===== src/hdl/kei_pkg.sv =====
// Shared constants, types and the easing table function for the keyframe interpolator.
package kei_pkg;

    // Easing table depth and derived widths.
    localparam int EASE_TABLE_SIZE = 256;
    localparam int IDX_W = (EASE_TABLE_SIZE > 1) ? $clog2(EASE_TABLE_SIZE) : 1;
    localparam int FRAC_W = 16;
    localparam int W_W = FRAC_W + 1;
    localparam int DIV_STEPS = FRAC_W;
    localparam int PROD_W = W_W + IDX_W;
    localparam longint unsigned EASE_N3 =
        longint'(EASE_TABLE_SIZE) * longint'(EASE_TABLE_SIZE) * longint'(EASE_TABLE_SIZE);

    // Fixed point one, as a weight and as a Q16.16 component.
    localparam logic [W_W-1:0] ONE_Q16 = 17'h1_0000;
    localparam logic [31:0] ONE_FIX = 32'h0001_0000;

    // Channel group codes.
    localparam logic [1:0] KIND_POSITION = 2'd0;
    localparam logic [1:0] KIND_ROTATION = 2'd1;
    localparam logic [1:0] KIND_SCALE = 2'd2;

    typedef enum logic [1:0] {
        ACC_LINEAR = 2'd0,
        ACC_IN_OUT = 2'd1,
        ACC_IN     = 2'd2,
        ACC_OUT    = 2'd3
    } accel_t;

    // Weight class decided before the divider.
    typedef enum logic [1:0] {
        WC_ZERO = 2'd0,
        WC_ONE  = 2'd1,
        WC_DIV  = 2'd2
    } wcls_t;

    typedef struct packed {
        logic [1:0]         kind;
        accel_t             mode;
        logic signed [31:0] sx;
        logic signed [31:0] sy;
        logic signed [31:0] sz;
        logic signed [31:0] ex;
        logic signed [31:0] ey;
        logic signed [31:0] ez;
    } comp_t;

    typedef struct packed {
        comp_t       comp;
        logic [31:0] ts;
        logic [31:0] te;
        logic [31:0] tn;
    } item_t;

    typedef struct packed {
        wcls_t                cls;
        logic [31:0]          rem;
        logic [31:0]          sp;
        logic [DIV_STEPS-1:0] quo;
        comp_t                comp;
    } div_t;

    // Smoothstep entry i: floor(i*i*(3N - 2i) * 2^16 / N^3), evaluated at elaboration.
    function automatic logic [15:0] ease_entry(input int unsigned i);
        longint unsigned ii;
        longint unsigned num;
        ii = longint'(i);
        num = ii * ii * (3 * longint'(EASE_TABLE_SIZE) - 2 * ii) * 64'd65536;
        return 16'(num / EASE_N3);
    endfunction

endpackage


===== src/hdl/kei_weight.sv =====
// Weight path: time differences, sign fold and clamp, then a one bit per stage divider.
module kei_weight
    import kei_pkg::*;
(
    input  logic           clk,
    input  logic           rst_n,
    input  logic           adv,
    input  logic           in_valid,
    input  item_t          in_item,
    output logic           out_valid,
    output logic [W_W-1:0] out_w,
    output comp_t          out_comp
);

    logic               s1_valid_reg;
    logic signed [32:0] num_reg;
    logic signed [32:0] span_reg;
    comp_t              s1_comp_reg;

    logic [32:0] mag_num;
    logic [32:0] mag_span;
    wcls_t       cls_next;

    logic [DIV_STEPS:0] dv_valid_reg;
    div_t               div_reg [DIV_STEPS+1];
    div_t               div_next [DIV_STEPS];
    logic [32:0]        shifted [DIV_STEPS];
    logic [32:0]        trial [DIV_STEPS];

    // Stage one: signed differences against the start time.
    always_ff @(posedge clk or negedge rst_n)
    begin
        if (!rst_n)
        begin
            s1_valid_reg <= 1'b0;
        end
        else if (adv)
        begin
            s1_valid_reg <= in_valid;
        end
    end

    always_ff @(posedge clk)
    begin
        if (adv)
        begin
            num_reg <= $signed({1'b0, in_item.tn}) - $signed({1'b0, in_item.ts});
            span_reg <= $signed({1'b0, in_item.te}) - $signed({1'b0, in_item.ts});
            s1_comp_reg <= in_item.comp;
        end
    end

    // Stage two: fold a reversed span onto a positive one and clamp.
    always_comb
    begin
        mag_num = span_reg[32] ? 33'(-num_reg) : 33'(num_reg);
        mag_span = span_reg[32] ? 33'(-span_reg) : 33'(span_reg);
        if (span_reg == '0)
        begin
            cls_next = WC_ZERO;
        end
        else if (mag_num[32] || mag_num == '0)
        begin
            cls_next = WC_ZERO;
        end
        else if (mag_num >= mag_span)
        begin
            cls_next = WC_ONE;
        end
        else
        begin
            cls_next = WC_DIV;
        end
    end

    // Each divider stage doubles the remainder and subtracts the span when it fits.
    always_comb
    begin
        for (int k = 0; k < DIV_STEPS; k++)
        begin
            shifted[k] = {div_reg[k].rem, 1'b0};
            trial[k] = shifted[k] - {1'b0, div_reg[k].sp};
            div_next[k] = div_reg[k];
            if (shifted[k] >= {1'b0, div_reg[k].sp})
            begin
                div_next[k].rem = trial[k][31:0];
                div_next[k].quo = {div_reg[k].quo[DIV_STEPS-2:0], 1'b1};
            end
            else
            begin
                div_next[k].rem = shifted[k][31:0];
                div_next[k].quo = {div_reg[k].quo[DIV_STEPS-2:0], 1'b0};
            end
        end
    end

    always_ff @(posedge clk or negedge rst_n)
    begin
        if (!rst_n)
        begin
            dv_valid_reg <= '0;
        end
        else if (adv)
        begin
            dv_valid_reg <= {dv_valid_reg[DIV_STEPS-1:0], s1_valid_reg};
        end
    end

    always_ff @(posedge clk)
    begin
        if (adv)
        begin
            div_reg[0].cls <= cls_next;
            div_reg[0].rem <= mag_num[31:0];
            div_reg[0].sp <= mag_span[31:0];
            div_reg[0].quo <= '0;
            div_reg[0].comp <= s1_comp_reg;
            for (int k = 0; k < DIV_STEPS; k++)
            begin
                div_reg[k+1] <= div_next[k];
            end
        end
    end

    always_comb
    begin
        unique case (div_reg[DIV_STEPS].cls)
            WC_ONE:  out_w = ONE_Q16;
            WC_DIV:  out_w = {1'b0, div_reg[DIV_STEPS].quo};
            default: out_w = '0;
        endcase
    end

    assign out_valid = dv_valid_reg[DIV_STEPS];
    assign out_comp = div_reg[DIV_STEPS].comp;

    // The remainder stays below the span through the whole divider.
    a_rem_entry: assert property (@(posedge clk) disable iff (!rst_n)
        dv_valid_reg[0] && div_reg[0].cls == WC_DIV |-> div_reg[0].rem < div_reg[0].sp)
        else $error("divider entry remainder not below span");

    a_rem_exit: assert property (@(posedge clk) disable iff (!rst_n)
        out_valid && div_reg[DIV_STEPS].cls == WC_DIV
        |-> div_reg[DIV_STEPS].rem < div_reg[DIV_STEPS].sp)
        else $error("divider exit remainder not below span");

endmodule


===== config.mk =====
export PLATFORM = sky130hd
export DESIGN_NAME = kei_weight
export DESIGN_NICKNAME = d
export VERILOG_FILES = /design/src/hdl/kei_pkg.sv /design/src/hdl/kei_weight.sv
export SDC_FILE = /design/constraint.sdc
export NUM_CORES = 2
export LEC_CHECK = 0
export BUFFER_PORTS_ARGS = -buffer_cell sky130_fd_sc_hd__buf_4
export CAP_MARGIN = 30
export CELL_PAD_IN_SITES_DETAIL_PLACEMENT = 0
export CELL_PAD_IN_SITES_GLOBAL_PLACEMENT = 1
export CORE_MARGIN = 1
export CORE_UTILIZATION = 30
export DETAILED_ROUTE_END_ITERATION = 8
export PLACE_DENSITY = 0.53
export SYNTH_ARGS = -nofsm -noshare
export SYNTH_HDL_FRONTEND = slang
export SYNTH_MEMORY_MAX_BITS = 65536
export SYNTH_SLANG_ARGS = --single-unit

===== constraint.sdc =====
create_clock -name clk -period 12.3 [get_ports clk]
set_clock_uncertainty 0.05 [all_clocks]
set_input_delay 0.615 -clock clk [delete_from_list [all_inputs] [get_ports clk]]
set_output_delay 0.615 -clock clk [all_outputs]
set_load 0.01 [all_outputs]

==> run metrics <==
outcome complete, no violations; syn avg cell area 17.3 µm²; core footprint ~600000 µm²; H-tree Lvls 6; synth cell count leaders 4788 x edfxtp_1, 763 x inv_1, 610 x ha_1; Sw Share 0.284; share of post-route cells with drive strength above 1 0.135; Synth Warn # 0; reg-to-reg startpoint div_reg[0][4105]$_DFFE_PP_; most common cell in the synthesized netlist edfxtp_1; PortBufs ~500; Worst-Margin Slew 1.14 ns; Final nets between 10000 and 15000; Max Slew Vio Count 0; Fin. Hold Viols 0; ANT nets after route 0; Tightest Hold Check Type primary input to register; number of synthesized flops with an enable pin 4788; Worst slew margin 0.238; Sequential Power Share 0.449; Critical Path End Type register; RSZ-0062 raised after global routing false; Pleak 78.4 nW; Cells after Synth 10500; Net Switching 13.6 mW; min-delay src in_item[0]; Worst Path Required 13.03 ns; vias per std cell between 4 and 5; Yosys top cell area share 0.787; GP Congestion roughly 0.87; cts hold-fix bufs ~210; DP Wirelength 207 mm; Initial Util 0.301; Post-Synth XOR/XNOR Area 0.0243; DRC viols 0; Worst-Skew Late Latency 1.02 ns; Die Wd ~800 µm; Largest register FFs 4526; Max Cap Viol 0; WS Path Type register to register; CP startpoint div_reg[0][4105]$_DFFE_PP_; sequential element share of the synthesized area 0.789; first-pass GRT wire length 504 mm; Pint between 30 and 40 mW; Iter 0 DRT Violations 4720; dominant cell type by area after synthesis edfxtp_1; Combinational Power Share 0.223; PwrDens 223 nW/µm²; crit path time final 4.83 ns; post-synthesis mux area share 0.0151; utilization after layout 0.356; Cell Area, Synth 183000 µm²; FMAX 207 MHz; number of global-route vias before repair 91900; asr flop ratio synth 0.00375; cts bufs inserted 550; area added between synthesis and finish 18.1%; GRT Util Overall 0.101; row count 286; Worst-path clk slew 0.06 ns; largest net degree at the start of global routing 194; Die H 782 µm; distinct cell type count after synthesis between 90 and 100; largest family of logic cells by synthesized area compound AO/OA/AOI/OAI gates; Worst Path Max Fanout 43; initial antenna violation count 4; router iterations before antenna repair 6; post-synthesis compound-gate area fraction 0.0618; Adder-Cell Fraction of Synth Area 0.0436; Worst EP arrival 5.56 ns; CTS Sinks 4806; Final setup viols 0; Boundary Pins 510; Syn Nets 11500; final period utilization 0.393; post-CTS setup buffer count 0; TritonCTS clock tree built; flops & latches, synth 4806; setup TNS 0 ns; Synth area leaders edfxtp_1 79%, ha_1 4.2%, inv_1 1.6%; Max VDD drop approximately 0.15 mV; Worst Setup Start Kind register; Simple-Gate Fraction of Synth Area 0.0393; via total after detailed routing a little under 90000; Clock Tree Root clkbuf_16; Avg WL per Cell 16.0 µm; Detailed Route WL 321 mm; gr ovfl total 0; placed instance area between 150000 and 200000 µm²; Main synth FF type edfxtp_1; Clock power frac 0.329; final instance area around 220000 µm²; post_cts resized 0; die area a little over 600000 µm²; Longest Clk Path Bufs 4
[final cells by class]
cell class / count / area, µm²
inverters: 765 / 2870
well taps: 8064 / 10100
multi-input cells: 4644 / 33800
fillers: 56600 / 391000
repair buffers: 802 / 7020
diodes: 1 / 2.50
clock buffers: 686 / 14300
clock inverters: 297 / 3430
flip-flops and latches: 4806 / 144000
[routing by layer]
| metal | track usage | up-vias | part of all wire |
|---|---|---|---|
| met1 | 0.121 | 42100 | 0.43 |
| met3 | 0.0173 | 866 | 0.038 |
| li1 | - | 42000 | - |
| met4 | 0.0509 | 0 | 0.051 |
| met5 | 0 | - | 0 |
| met2 | 0.175 | 1658 | 0.49 |
[layout by cell type, fill, tap and decap left out, drive strengths merged, types with 226 or more instances in the layout]
| cell type | instances |
|---|---|
| ha | 610 |
| a21o | 260 |
| o21ai | 416 |
| nand2 | 406 |
| edfxtp | 4788 |
| inv | 781 |
| mux2 | 226 |
| clkinv | 232 |
| a21oi | 527 |
| buf | 587 |
| nor2 | 401 |
| clkbuf | 686 |
| xnor2 | 324 |
[worst max-delay path, stage by stage, from the launching register on]
cell,delay (ns)
edfxtp_1,0.39
inv_1,0.06
ha_1,0.30
nor2b_1,0.15
o31ai_1,0.49
a211oi_1,0.25
o41ai_2,0.77
o221ai_1,0.24
a221oi_1,0.79
a32oi_4,0.19
buf_4,0.33
nand4_1,0.17
mux2i_1,0.09
nor4_1,0.31
[path summary, 6_finish.rpt]
| kind | to | cells past startpoint | slack (ns) |
|---|---|---|---|
| worst max-delay path | div_reg[0][4442]$_DFFE_PP_ | 13 | 7.47 |
| worst min-delay path | num_reg[0]$_DFFE_PP_ | 4 | 0.15 |
| worst max register to register | div_reg[0][4442]$_DFFE_PP_ | 13 | 7.47 |
| worst min register to register | div_reg[0][1503]$_DFFE_PP_ | 0 | 0.30 |
| max in group asynchronous | dv_valid_reg[13]$_DFFE_PN0P_ | 3 | 10.98 |
| min in group asynchronous | dv_valid_reg[16]$_DFFE_PN0P_ | 3 | 0.73 |
[per-stage QoR]
stage | setup WS [ns] | std cells | hold slack, ns | power (mW)
floorplan | 8.26 | 10500 | 0.269 | 29.3
global placement | 7.42 | 18900 | 0.350 | 32.3
detailed placement | 7.51 | 18900 | 0.355 | 32.5
CTS | 7.41 | 20100 | 0.00110 | 48.8
global route | 7.16 | 20100 | 0.0888 | 50.8
finish | 7.47 | 20100 | 0.153 | 48.1
[power by group through the flow]
stage	sequential, mW	combinational (mW)	clock, mW
global placement	21.9	10.4	0
CTS	21.6	10.7	16.5
finish	21.6	10.7	15.8
floorplan	21.4	7.91	0
global route	21.8	11.9	17.1
detailed placement	21.9	10.6	0
[kinds of logic (layout without fill, tap and decap cells)]
group                    Yosys count  count (layout)
flip-flops                      4806            4806
XOR/XNOR                         508             508
AND/OR/NAND/NOR                 1479            1479
AO/OA/AOI/OAI                   1783            1783
buffers and inverters           1089            2550
multiplexers                     247             247
adder cells (fa/ha/maj)          627             627
other                              0               1
No activity file was read; power rests on OpenSTA's default activity.
