`config.mk`:
```
export PLATFORM = sky130hd
export DESIGN_NAME = kei_ease
export DESIGN_NICKNAME = d
export VERILOG_FILES = /design/src/hdl/kei_pkg.sv /design/src/hdl/kei_ease.sv
export SDC_FILE = /design/constraint.sdc
export NUM_CORES = 1
export LEC_CHECK = 0
export ABC_CLOCK_PERIOD_IN_PS = 6300
export BUFFER_PORTS_ARGS = -buffer_cell sky130_fd_sc_hd__buf_2
export CAP_MARGIN = 20
export CORE_MARGIN = 2
export CORE_UTILIZATION = 45
export CTS_BUF_LIST = sky130_fd_sc_hd__clkbuf_8 sky130_fd_sc_hd__clkbuf_16
export CTS_CLUSTER_SIZE = 25
export DETAILED_ROUTE_END_ITERATION = 6
export HOLD_SLACK_MARGIN = 0.1
export MAX_ROUTING_LAYER = met4
export PLACE_DENSITY = 0.67
export SLEW_MARGIN = 20
export SYNTH_ARGS = -nofsm -noshare
export SYNTH_HDL_FRONTEND = slang
export SYNTH_SLANG_ARGS = --single-unit
```
`constraint.sdc`:
```
create_clock -name clk -period 6.3 [get_ports clk]
set_input_delay 1.26 -clock clk [delete_from_list [all_inputs] [get_ports clk]]
set_output_delay 1.26 -clock clk [all_outputs]
set_load 0.02 [all_outputs]
```
`src/hdl/kei_pkg.sv`:
```
// Shared constants, types and the easing table function for the keyframe interpolator.
package kei_pkg;

    // Easing table depth and derived widths.
    localparam int EASE_TABLE_SIZE = 256;
    localparam int IDX_W = (EASE_TABLE_SIZE > 1) ? $clog2(EASE_TABLE_SIZE) : 1;
    localparam int FRAC_W = 16;
    localparam int W_W = FRAC_W + 1;
    localparam int DIV_STEPS = FRAC_W;
    localparam int PROD_W = W_W + IDX_W;
    localparam longint unsigned EASE_N3 =
        longint'(EASE_TABLE_SIZE) * longint'(EASE_TABLE_SIZE) * longint'(EASE_TABLE_SIZE);

    // Fixed point one, as a weight and as a Q16.16 component.
    localparam logic [W_W-1:0] ONE_Q16 = 17'h1_0000;
    localparam logic [31:0] ONE_FIX = 32'h0001_0000;

    // Channel group codes.
    localparam logic [1:0] KIND_POSITION = 2'd0;
    localparam logic [1:0] KIND_ROTATION = 2'd1;
    localparam logic [1:0] KIND_SCALE = 2'd2;

    typedef enum logic [1:0] {
        ACC_LINEAR = 2'd0,
        ACC_IN_OUT = 2'd1,
        ACC_IN     = 2'd2,
        ACC_OUT    = 2'd3
    } accel_t;

    // Weight class decided before the divider.
    typedef enum logic [1:0] {
        WC_ZERO = 2'd0,
        WC_ONE  = 2'd1,
        WC_DIV  = 2'd2
    } wcls_t;

    typedef struct packed {
        logic [1:0]         kind;
        accel_t             mode;
        logic signed [31:0] sx;
        logic signed [31:0] sy;
        logic signed [31:0] sz;
        logic signed [31:0] ex;
        logic signed [31:0] ey;
        logic signed [31:0] ez;
    } comp_t;

    typedef struct packed {
        comp_t       comp;
        logic [31:0] ts;
        logic [31:0] te;
        logic [31:0] tn;
    } item_t;

    typedef struct packed {
        wcls_t                cls;
        logic [31:0]          rem;
        logic [31:0]          sp;
        logic [DIV_STEPS-1:0] quo;
        comp_t                comp;
    } div_t;

    // Smoothstep entry i: floor(i*i*(3N - 2i) * 2^16 / N^3), evaluated at elaboration.
    function automatic logic [15:0] ease_entry(input int unsigned i);
        longint unsigned ii;
        longint unsigned num;
        ii = longint'(i);
        num = ii * ii * (3 * longint'(EASE_TABLE_SIZE) - 2 * ii) * 64'd65536;
        return 16'(num / EASE_N3);
    endfunction

endpackage

```
`src/hdl/kei_ease.sv`:
```
// Easing: table index from the weight, then smoothstep lookup into the two blend weights.
module kei_ease
    import kei_pkg::*;
(
    input  logic           clk,
    input  logic           rst_n,
    input  logic           adv,
    input  logic           in_valid,
    input  logic [W_W-1:0] in_w,
    input  comp_t          in_comp,
    output logic           out_valid,
    output logic [W_W-1:0] out_k1,
    output logic [W_W-1:0] out_k2,
    output comp_t          out_comp
);

    logic [15:0] ease_rom [EASE_TABLE_SIZE];

    logic [W_W-1:0]    pos;
    logic [PROD_W-1:0] prod;
    logic [IDX_W-1:0]  idx_next;

    logic             e1_valid_reg;
    logic [IDX_W-1:0] idx_reg;
    logic [W_W-1:0]   w_reg;
    comp_t            e1_comp_reg;

    logic [15:0]    rom_val;
    logic [W_W-1:0] doubled;
    logic [W_W-1:0] clamped;
    logic [W_W-1:0] k1_next;
    logic [W_W-1:0] k2_next;

    logic           k_valid_reg;
    logic [W_W-1:0] k1_reg;
    logic [W_W-1:0] k2_reg;
    comp_t          k_comp_reg;

    for (genvar g = 0; g < EASE_TABLE_SIZE; g++)
    begin : g_rom
        assign ease_rom[g] = ease_entry(g);
    end

    // Ease in and in-out look up the complement of the weight; the half modes
    // use one more bit of shift.
    always_comb
    begin
        if (in_comp.mode == ACC_LINEAR || in_comp.mode == ACC_OUT)
        begin
            pos = in_w;
        end
        else
        begin
            pos = ONE_Q16 - in_w;
        end
        prod = PROD_W'(pos) * PROD_W'(EASE_TABLE_SIZE - 1);
        if (in_comp.mode == ACC_IN || in_comp.mode == ACC_OUT)
        begin
            idx_next = prod[FRAC_W+1 +: IDX_W];
        end
        else
        begin
            idx_next = prod[FRAC_W +: IDX_W];
        end
    end

    always_ff @(posedge clk or negedge rst_n)
    begin
        if (!rst_n)
        begin
            e1_valid_reg <= 1'b0;
            k_valid_reg <= 1'b0;
        end
        else if (adv)
        begin
            e1_valid_reg <= in_valid;
            k_valid_reg <= e1_valid_reg;
        end
    end

    always_ff @(posedge clk)
    begin
        if (adv)
        begin
            idx_reg <= idx_next;
            w_reg <= in_w;
            e1_comp_reg <= in_comp;
            k1_reg <= k1_next;
            k2_reg <= k2_next;
            k_comp_reg <= e1_comp_reg;
        end
    end

    always_comb
    begin
        rom_val = ease_rom[idx_reg];
        doubled = {rom_val, 1'b0};
        clamped = (doubled > ONE_Q16) ? ONE_Q16 : doubled;
        unique case (e1_comp_reg.mode)
            ACC_IN_OUT:
            begin
                k1_next = {1'b0, rom_val};
                k2_next = ONE_Q16 - {1'b0, rom_val};
            end
            ACC_IN:
            begin
                k1_next = clamped;
                k2_next = ONE_Q16 - clamped;
            end
            ACC_OUT:
            begin
                k2_next = clamped;
                k1_next = ONE_Q16 - clamped;
            end
            default:
            begin
                k2_next = w_reg;
                k1_next = ONE_Q16 - w_reg;
            end
        endcase
    end

    assign out_valid = k_valid_reg;
    assign out_k1 = k1_reg;
    assign out_k2 = k2_reg;
    assign out_comp = k_comp_reg;

    // The two blend weights always make up exactly one.
    a_k_sum: assert property (@(posedge clk) disable iff (!rst_n)
        k_valid_reg |-> ({1'b0, k1_reg} + {1'b0, k2_reg}) == {1'b0, ONE_Q16})
        else $error("blend weights do not sum to one");

endmodule

```
==> results of run 1 <==
metrics by stage:
| step | TNS [ns] | instances | area (sq um) |
|---|---|---|---|
| 2_1_floorplan | -0.652 | 1867 | 23700 |
| 4_1_cts | 0 | 3219 | 29800 |
| 3_3_place_gp | -2.56 | 3139 | 28400 |
| 5_1_grt | -0.0785 | 3244 | 30300 |
| 6_report | 0 | 3244 | 30300 |
| 3_5_place_dp | -3.46 | 3139 | 28400 |
worst paths after layout:
kind | start | to | slack, ns
max | in_w[4] | idx_reg[5]$_DFFE_PP_ | 0.19
min | e1_comp_reg[51]$_DFFE_PP_ | out_comp[51]$_DFFE_PP_ | 0.41
max reg2reg | idx_reg[0]$_DFFE_PP_ | out_k1[11]$_DFFE_PP_ | 0.43
min reg2reg | e1_comp_reg[51]$_DFFE_PP_ | out_comp[51]$_DFFE_PP_ | 0.41
max in group asynchronous | rst_n | out_valid$_DFFE_PN0P_ | 5.74
min in group asynchronous | rst_n | e1_valid_reg$_DFFE_PN0P_ | 0.46
power by group through the flow:
stage	combinational [mW]	clock [mW]	sequential, mW
5_1_grt	13.9	2.74	4.02
4_1_cts	12.2	2.63	3.99
2_1_floorplan	7.20	0	4.21
3_3_place_gp	12.1	0	4.03
3_5_place_dp	12.2	0	4.05
6_report	12.9	2.59	3.99
metal layers:
metal  global-route usage [%]  share of wire [%]  routed length (um)  vias to the layer above
li1                         -                  -                   -                     8330
met1                     38.6                 39               32800                     9114
met2                     47.0                 46               38600                      966
met3                     6.97                9.1                7580                      229
met4                     14.5                5.2                4330                        0
met5                        -                  0                   0                        -
worst max-delay path: cells and delay by family:
kind	cells	cell delay, ns
AOI/OAI and AO/OA	7	1.15
xor gates and xnor gates	2	0.44
adders and majority gates	5	1.89
buffers and inverters	3	0.22
and+or+nand+nor	8	1.51
kinds of logic (layout without fill, tap and decap cells):
kind of cell	Yosys count	after routing	synth area share, %
buffers and inverters	258	947	4.72
XOR/XNOR	69	69	2.57
AND/OR/NAND/NOR	455	455	10.2
multiplexers	31	31	1.80
AO/OA/AOI/OAI	459	459	13.5
adder cells (fa/ha/maj)	143	143	9.55
other	0	8	0
flip-flops	452	452	57.7
timing repair:
item | CTS | global route
hold endpoints to repair | 0 | 0
setup endpoints to repair | 0 | 6
resized for setup | 0 | 59
buffers inserted | 0 | 17
synthesized netlist by cell type (all sizes together), types with 14 or more instances:
library cell	count	share of area, %
o311ai	19	0.71
nor3	46	1.0
fa	61	5.2
ha	82	4.4
clkbuf	66	1.1
nand2b	43	1.1
nor2b	34	0.90
xnor2	46	1.7
inv	137	2.2
edfxtp	450	57
o31ai	16	0.51
a31oi	24	0.64
nand3	34	0.72
a211oi	21	0.67
xor2	23	0.86
a21oi	103	2.2
a21o	14	0.45
nor2	104	1.7
buf	53	1.4
nand2	81	1.3
or2	18	0.48
and2	23	0.61
o211ai	28	0.94
a311oi	17	0.66
o21ai	82	1.7
layout make-up:
cell class | count | area [sq um]
Multi-Input combinational cell | 1157 | 9370
Fill cell | 4211 | 21200
Tap cell | 680 | 851
Clock inverter | 33 | 279
Timing Repair Buffer | 728 | 4540
Inverter | 139 | 529
Antenna cell | 8 | 20.0
Clock buffer | 47 | 1150
Sequential cell | 452 | 13600
==> flow_summary.json, run 1 <==
{
  "timing.fmax_mhz": 164,
  "synth-seq-cells": 452,
  "ant_nets": 0,
  "cts_root_buf": "clkbuf_16",
  "cp-start-kind": "primary input",
  "powerDensity_nw_per_um2": 644,
  "worst_pin_slew_ns": 1.08,
  "drc": 0,
  "status": "completed",
  "clock_latency_ns": 0.60,
  "drt-initial-drc-count": 1979,
  "internal_power_mw": 10.6,
  "syn_area_sq_um": 23500,
  "cts_buffer_depth": 3,
  "endpoint_kind": "flop",
  "crit_path_frequent_cell": "fa_1",
  "rr_worst_depth": 25,
  "routabilityCongestion": 0.990,
  "utilization_pct": 58.8,
  "syn_area_per_cell_sq_um": 12.6,
  "p_sw_share_pct": 45.7,
  "syn_inst": 1867,
  "layout_common_cells": "edfxtp_1 (450), buf_2 (446), buf_4 (266), inv_1 (141), nor2_1 (101)",
  "hold_path.class": "reg -> reg",
  "synth-edff-count": 450,
  "synth.yosys.seq_area_share_pct": 57.7,
  "start_util_pct": 45.7,
  "cp.arrival_ns": 6.47,
  "final_common_cell": "edfxtp_1",
  "wl_per_cell_um": 25.7,
  "hold_viol": 0,
  "grt_usage_pct": 30.6,
  "antenna_found_initial": 10,
  "worstPathRequired_ns": 6.66,
  "wl_um": 83300,
  "hold_depth": 0,
  "hold_slack_ns": 0.407,
  "grt_pass1_wl_um": 118000,
  "syn2layout_area_growth_pct": 28.8,
  "nets": 2883,
  "setup_violations": 0,
  "die-area_sq_um": 54100,
  "rows": 83,
  "synthDistinctLibCells": 85,
  "tritoncts": "yes",
  "max_slew_margin_pct": 27.7,
  "ys.flop_type": "edfxtp_1",
  "ys_warn_count": 0,
  "async_reset_ff_share_pct": 0.442,
  "crit_slowest_cell": "fa_1",
  "max-cap-violations": 0,
  "htreeDepth": 2,
  "clkPwrFrac_pct": 13.3,
  "cts_hold_buf": 0,
  "period_needed_ns": 6.11,
  "criticalPathCategory": "in -> reg",
  "path_max_fanout": 6,
  "viasPerCell": 5.75,
  "clkTransAtPathRegs_ns": 0.06,
  "detail_route.first_pass.iterations": 6,
  "leakage_nw": 12.4,
  "finalCritPeriodShare_pct": 97.0,
  "slew_viol_final": 0,
  "fin_skew_ns": 0.0388,
  "die_x_um": 233,
  "io-pin-count": 448,
  "drive_gt1_share_pct": 36.2,
  "cts_buffers": 45,
  "share_seq_of_total_power_pct": 20.5,
  "io_buffers": 447,
  "grt-ovfl-total": 0,
  "first_global_vias": 18100,
  "fin_ws_ns": 0.187,
  "pre_cts_ws_ns": -0.600,
  "core_sq_um": 51500,
  "synth_nets": 2227,
  "hpwlAfterDp_um": 63200,
  "peakVddDrop_mv": 0.505,
  "comb_power_share_pct": 66.3,
  "grt_max_degree": 152,
  "cts.sinks": 452,
  "p_sw_mw": 8.92,
  "slowest_delay_ns": 0.49,
  "die_h_um": 233,
  "total_power_mw": 19.5,
  "num_vias": 18600
}
Note: power is estimated with default switching activity, not from simulation.
==> inputs of run 2 (changes only) <==
CELL_PAD_IN_SITES_DETAIL_PLACEMENT = 1   (was not set)
CELL_PAD_IN_SITES_GLOBAL_PLACEMENT = 1   (was not set)
CORE_UTILIZATION = 41   (was 45)
PLACE_DENSITY = 0.74   (was 0.67)
==> flow_summary.json, run 2 <==
{
  "async_reset_ff_share_pct": 0.442,
  "die_h_um": 244,
  "synthTopCellsByCount": "edfxtp_1 (450), inv_1 (136), nor2_1 (104), a21oi_1 (103), ha_1 (82)",
  "cts.sinks": 452,
  "grt_pass1_wl_um": 136000,
  "cts_buffer_depth": 3,
  "syn_area_per_cell_sq_um": 12.6,
  "cts_root_buf": "clkbuf_16",
  "worst_endpoint_kind": "register data pin",
  "synth-seq-cells": 452,
  "htreeDepth": 2,
  "cts_hold_buf": 0,
  "status": "aborted with a tool error",
  "grt-ovfl-total": 0,
  "ys.flop_type": "edfxtp_1",
  "routabilityCongestion": 0.984,
  "synth.yosys.seq_area_share_pct": 57.7,
  "first_global_vias": 19600,
  "rows": 87,
  "synth_top_family_by_area": "compound AO/OA/AOI/OAI gates",
  "netlist.area_leader.share_pct": 57.4,
  "syn_area_sq_um": 23500,
  "start_util_pct": 41.6,
  "syn_inst": 1867,
  "placed_area_sq_um": 27900,
  "die_x_um": 244,
  "ys_warn_count": 0,
  "yosysMostFrequentCell": "edfxtp_1",
  "synthDistinctLibCells": 85,
  "grt_max_degree": 134,
  "cts_buffers": 46,
  "antenna_found_initial": 11,
  "synth-simple-area-share_pct": 10.2,
  "synth_xor_area_share_pct": 2.57,
  "io-pin-count": 448,
  "hpwlAfterDp_um": 71100,
  "synth-adder-area-share_pct": 9.55,
  "crit_endpoint": "idx_reg[5]$_DFFE_PP_/D",
  "synth-edff-count": 450,
  "synth_area_leaders": "edfxtp_1 (57%), fa_1 (5.2%), ha_1 (4.4%), a21oi_1 (2.2%), inv_1 (2.2%)",
  "muxShareOfSynthArea_pct": 1.80,
  "synth_nets": 2227,
  "synth-compound-area-share_pct": 13.5,
  "stop_error": "[ERROR DRT-0255] Maze Route cannot find path of net in_comp[130] in worker of routeBox ( 193200 193200 ) ( 243525 243525 ).",
  "io_buffers": 447,
  "stop_stage": "5_2_route",
  "yosysTopAreaCell": "edfxtp_1",
  "grt_usage_pct": 32.3
}
-- run 2: cell counts after synthesis --
Identical to the previous run, type by type.
-- run 2: cell families after synthesis --
kind of cell	Yosys count
mux	31
buf+inv	258
simple gates	455
compound gates	459
fa+ha+maj	143
xor+xnor	69
flops	452
-- run 2: per-stage QoR --
stage | setup slack [ns] | instances | utilization, % | TNS (ns)
2_1_floorplan | -0.365 | 1867 | - | -0.652
3_3_place_gp | -0.487 | 3148 | 49.3 | -2.54
3_5_place_dp | -0.808 | 3148 | 49.3 | -4.68
4_1_cts | 0.00487 | 3232 | 52.0 | 0
5_1_grt | -0.368 | 3255 | 52.8 | -1.49
-- run 2: repair_timing --
action / in CTS / in global routing
endpoints found under the setup margin: 5 / 8
pin swaps: 5 / 40
gates resized for setup: 7 / 71
buffers inserted: 0 / 16
-- run 2: routing by layer --
metal / track usage [%]
met1: 38.1
met2: 54.3
met3: 6.26
met4: 13.3
met5: -
==> inputs of run 3 (changes only) <==
ABC_CLOCK_PERIOD_IN_PS = 8189   (was 6300)
CELL_PAD_IN_SITES_DETAIL_PLACEMENT = not set   (was 1)
CELL_PAD_IN_SITES_GLOBAL_PLACEMENT = not set   (was 1)
CORE_UTILIZATION = 30   (was 41)
CTS_BUF_LIST = not set   (was sky130_fd_sc_hd__clkbuf_8 sky130_fd_sc_hd__clkbuf_16)
CTS_CLUSTER_SIZE = not set   (was 25)
HOLD_SLACK_MARGIN = not set   (was 0.1)
MAX_ROUTING_LAYER = not set   (was met4)
PLACE_DENSITY = not set   (was 0.74)
PLACE_DENSITY_LB_ADDON = 0.15   (was not set)
clock period = 8.19 ns   (was 6.3 ns; I/O delays follow)
==> flow_summary.json, run 3 (synthesis gave the netlist of run 1 again) <==
{
  "period_needed_ns": 7.24,
  "path_max_fanout": 5,
  "routabilityCongestion": 0.964,
  "post_cts_buffers": 0,
  "drt-initial-drc-count": 1829,
  "utilization_pct": 36.9,
  "hold_depth": 0,
  "hold_viol": 0,
  "placed_area_sq_um": 27000,
  "powerDensity_nw_per_um2": 476,
  "timing.fmax_mhz": 138,
  "first_global_vias": 17300,
  "clock_latency_ns": 0.61,
  "ant_nets": 0,
  "grt_pass1_wl_um": 117000,
  "reg2reg_slack_ns": 1.47,
  "internal_power_mw": 7.26,
  "io_buffers": 447,
  "rr_worst_depth": 19,
  "grt_max_degree": 131,
  "cts.sinks": 452,
  "peakVddDrop_mv": 0.326,
  "share_seq_of_total_power_pct": 22.4,
  "design_area_sq_um": 28600,
  "criticalPathCategory": "in -> reg",
  "antenna_found_initial": 4,
  "r2r_end": "out_k1[13]$_DFFE_PP_",
  "status": "completed",
  "clkPwrFrac_pct": 16.7,
  "busiest_layer": "met2",
  "fin_skew_ns": 0.0244,
  "area.sequential_sq_um": 13600,
  "viasPerCell": 5.17,
  "cts_hold_buf": 0,
  "slew_viol_final": 0,
  "cts_buffer_depth": 3,
  "htreeDepth": 2,
  "multi_input_area_sq_um": 8850,
  "layout_common_cells": "edfxtp_1 (450), buf_2 (446), inv_1 (136), nor2_1 (104), a21oi_1 (103)",
  "endpoint_kind": "flop",
  "final_common_cell": "edfxtp_1",
  "max_slew_margin_pct": 30.8,
  "n_fill_cell": 7693,
  "regToRegStartpoint": "idx_reg[1]$_DFFE_PP_",
  "die_x_um": 284,
  "gr-usage-met1_pct": 25.3,
  "cp-start-kind": "primary input",
  "start_util_pct": 30.3,
  "min_to": "out_comp[4]$_DFFE_PP_",
  "grt-ovfl-total": 0,
  "leakage_nw": 11.2,
  "tns_ns": 0,
  "comb_power_share_pct": 60.9,
  "hpwlAfterDp_um": 58700,
  "num_vias": 17500,
  "wl_per_cell_um": 23.9,
  "die-area_sq_um": 80700,
  "die_h_um": 284,
  "cts_resized": 0,
  "rows": 102,
  "finalCritPeriodShare_pct": 88.5,
  "worst_pin_slew_ns": 1.03,
  "max-cap-violations": 0,
  "wl_um": 80800,
  "clkTransAtPathRegs_ns": 0.06,
  "grtUsageMet3_pct": 4.65,
  "nets": 2662,
  "cts_root_buf": "clkbuf_16",
  "p_sw_mw": 6.36,
  "cp.arrival_ns": 7.59,
  "min_from": "e1_comp_reg[4]$_DFFE_PP_",
  "hold_path.class": "reg -> reg",
  "grt_usage_pct": 19.3,
  "setup_violations": 0,
  "cts_buffers": 51,
  "use_met2_pct": 31.3,
  "n_antenna_cell": 0,
  "core_sq_um": 77600,
  "worstPathRequired_ns": 8.54,
  "detail_route.first_pass.iterations": 6,
  "io-pin-count": 448,
  "hold_slack_ns": 0.395,
  "tritoncts": "yes",
  "drive_gt1_share_pct": 27.2,
  "rsz0062_at_grt": "false",
  "drc": 0,
  "syn2layout_area_growth_pct": 21.7,
  "p_sw_share_pct": 46.7
}
## run 3: worst max-delay path by stage
| stage | cells past startpoint | start | to | slack [ns] |
|---|---|---|---|---|
| 2_1_floorplan | 24 | in_w[5] | idx_reg[5]$_DFFE_PP_ | 0.35 |
| 6_report | 22 | in_w[3] | idx_reg[5]$_DFFE_PP_ | 0.95 |
| 3_5_place_dp | 22 | in_w[3] | idx_reg[5]$_DFFE_PP_ | 0.32 |
| 4_1_cts | 22 | in_w[3] | idx_reg[5]$_DFFE_PP_ | 0.96 |
| 5_1_grt | 22 | in_w[3] | idx_reg[5]$_DFFE_PP_ | 0.52 |
| 3_3_place_gp | 22 | in_w[3] | idx_reg[5]$_DFFE_PP_ | 0.38 |
## run 3: power by group through the flow
stage	sequential (mW)	clock, mW	combinational, mW
2_1_floorplan	3.24	0	5.33
3_3_place_gp	3.10	0	8.16
3_5_place_dp	3.11	0	8.16
4_1_cts	3.06	2.35	8.21
5_1_grt	3.08	2.43	9.15
6_report	3.06	2.27	8.30
## run 3: cell type report
class | count | share of cell area (%)
Sequential cell | 452 | 47.4
Inverter | 139 | 1.83
Multi-Input combinational cell | 1157 | 30.9
Clock buffer | 62 | 4.60
Timing Repair Buffer | 501 | 9.48
Tap cell | 1040 | 4.55
Clock inverter | 33 | 1.26
## run 3: metrics by stage
stage | setup slack, ns | std cells | power, mW
final | 0.945 | 3384 | 13.6
after global routing | 0.520 | 3384 | 14.7
after CTS | 0.955 | 3384 | 13.6
after detailed placement | 0.319 | 3289 | 11.3
after global placement | 0.379 | 3289 | 11.3
after floorplan | 0.350 | 1867 | 8.56
## run 3: worst max-delay path: stages
cell and delay (ns):
buf_2 0.13, nor3_1 0.29, nand2_1 0.15, nor4_1 0.34, and2_1 0.26, a21oi_1 0.10
xor2_1 0.40, inv_1 0.18, fa_1 0.58, fa_1 0.56, inv_1 0.06, fa_1 0.50
fa_1 0.49, ha_1 0.32, a21oi_1 0.13, o31ai_1 0.11, a21oi_1 0.21, o21ai_0 0.14
and2_1 0.21, o21a_1 0.21, or4_1 0.38, and3_1 0.19
## run 3: per-layer routing
metal  routed length, um  part of all wire [%]
met1               33800                    42
met2               37700                    47
met3                6390                   7.9
met4                2810                   3.5
met5                  38                 0.047
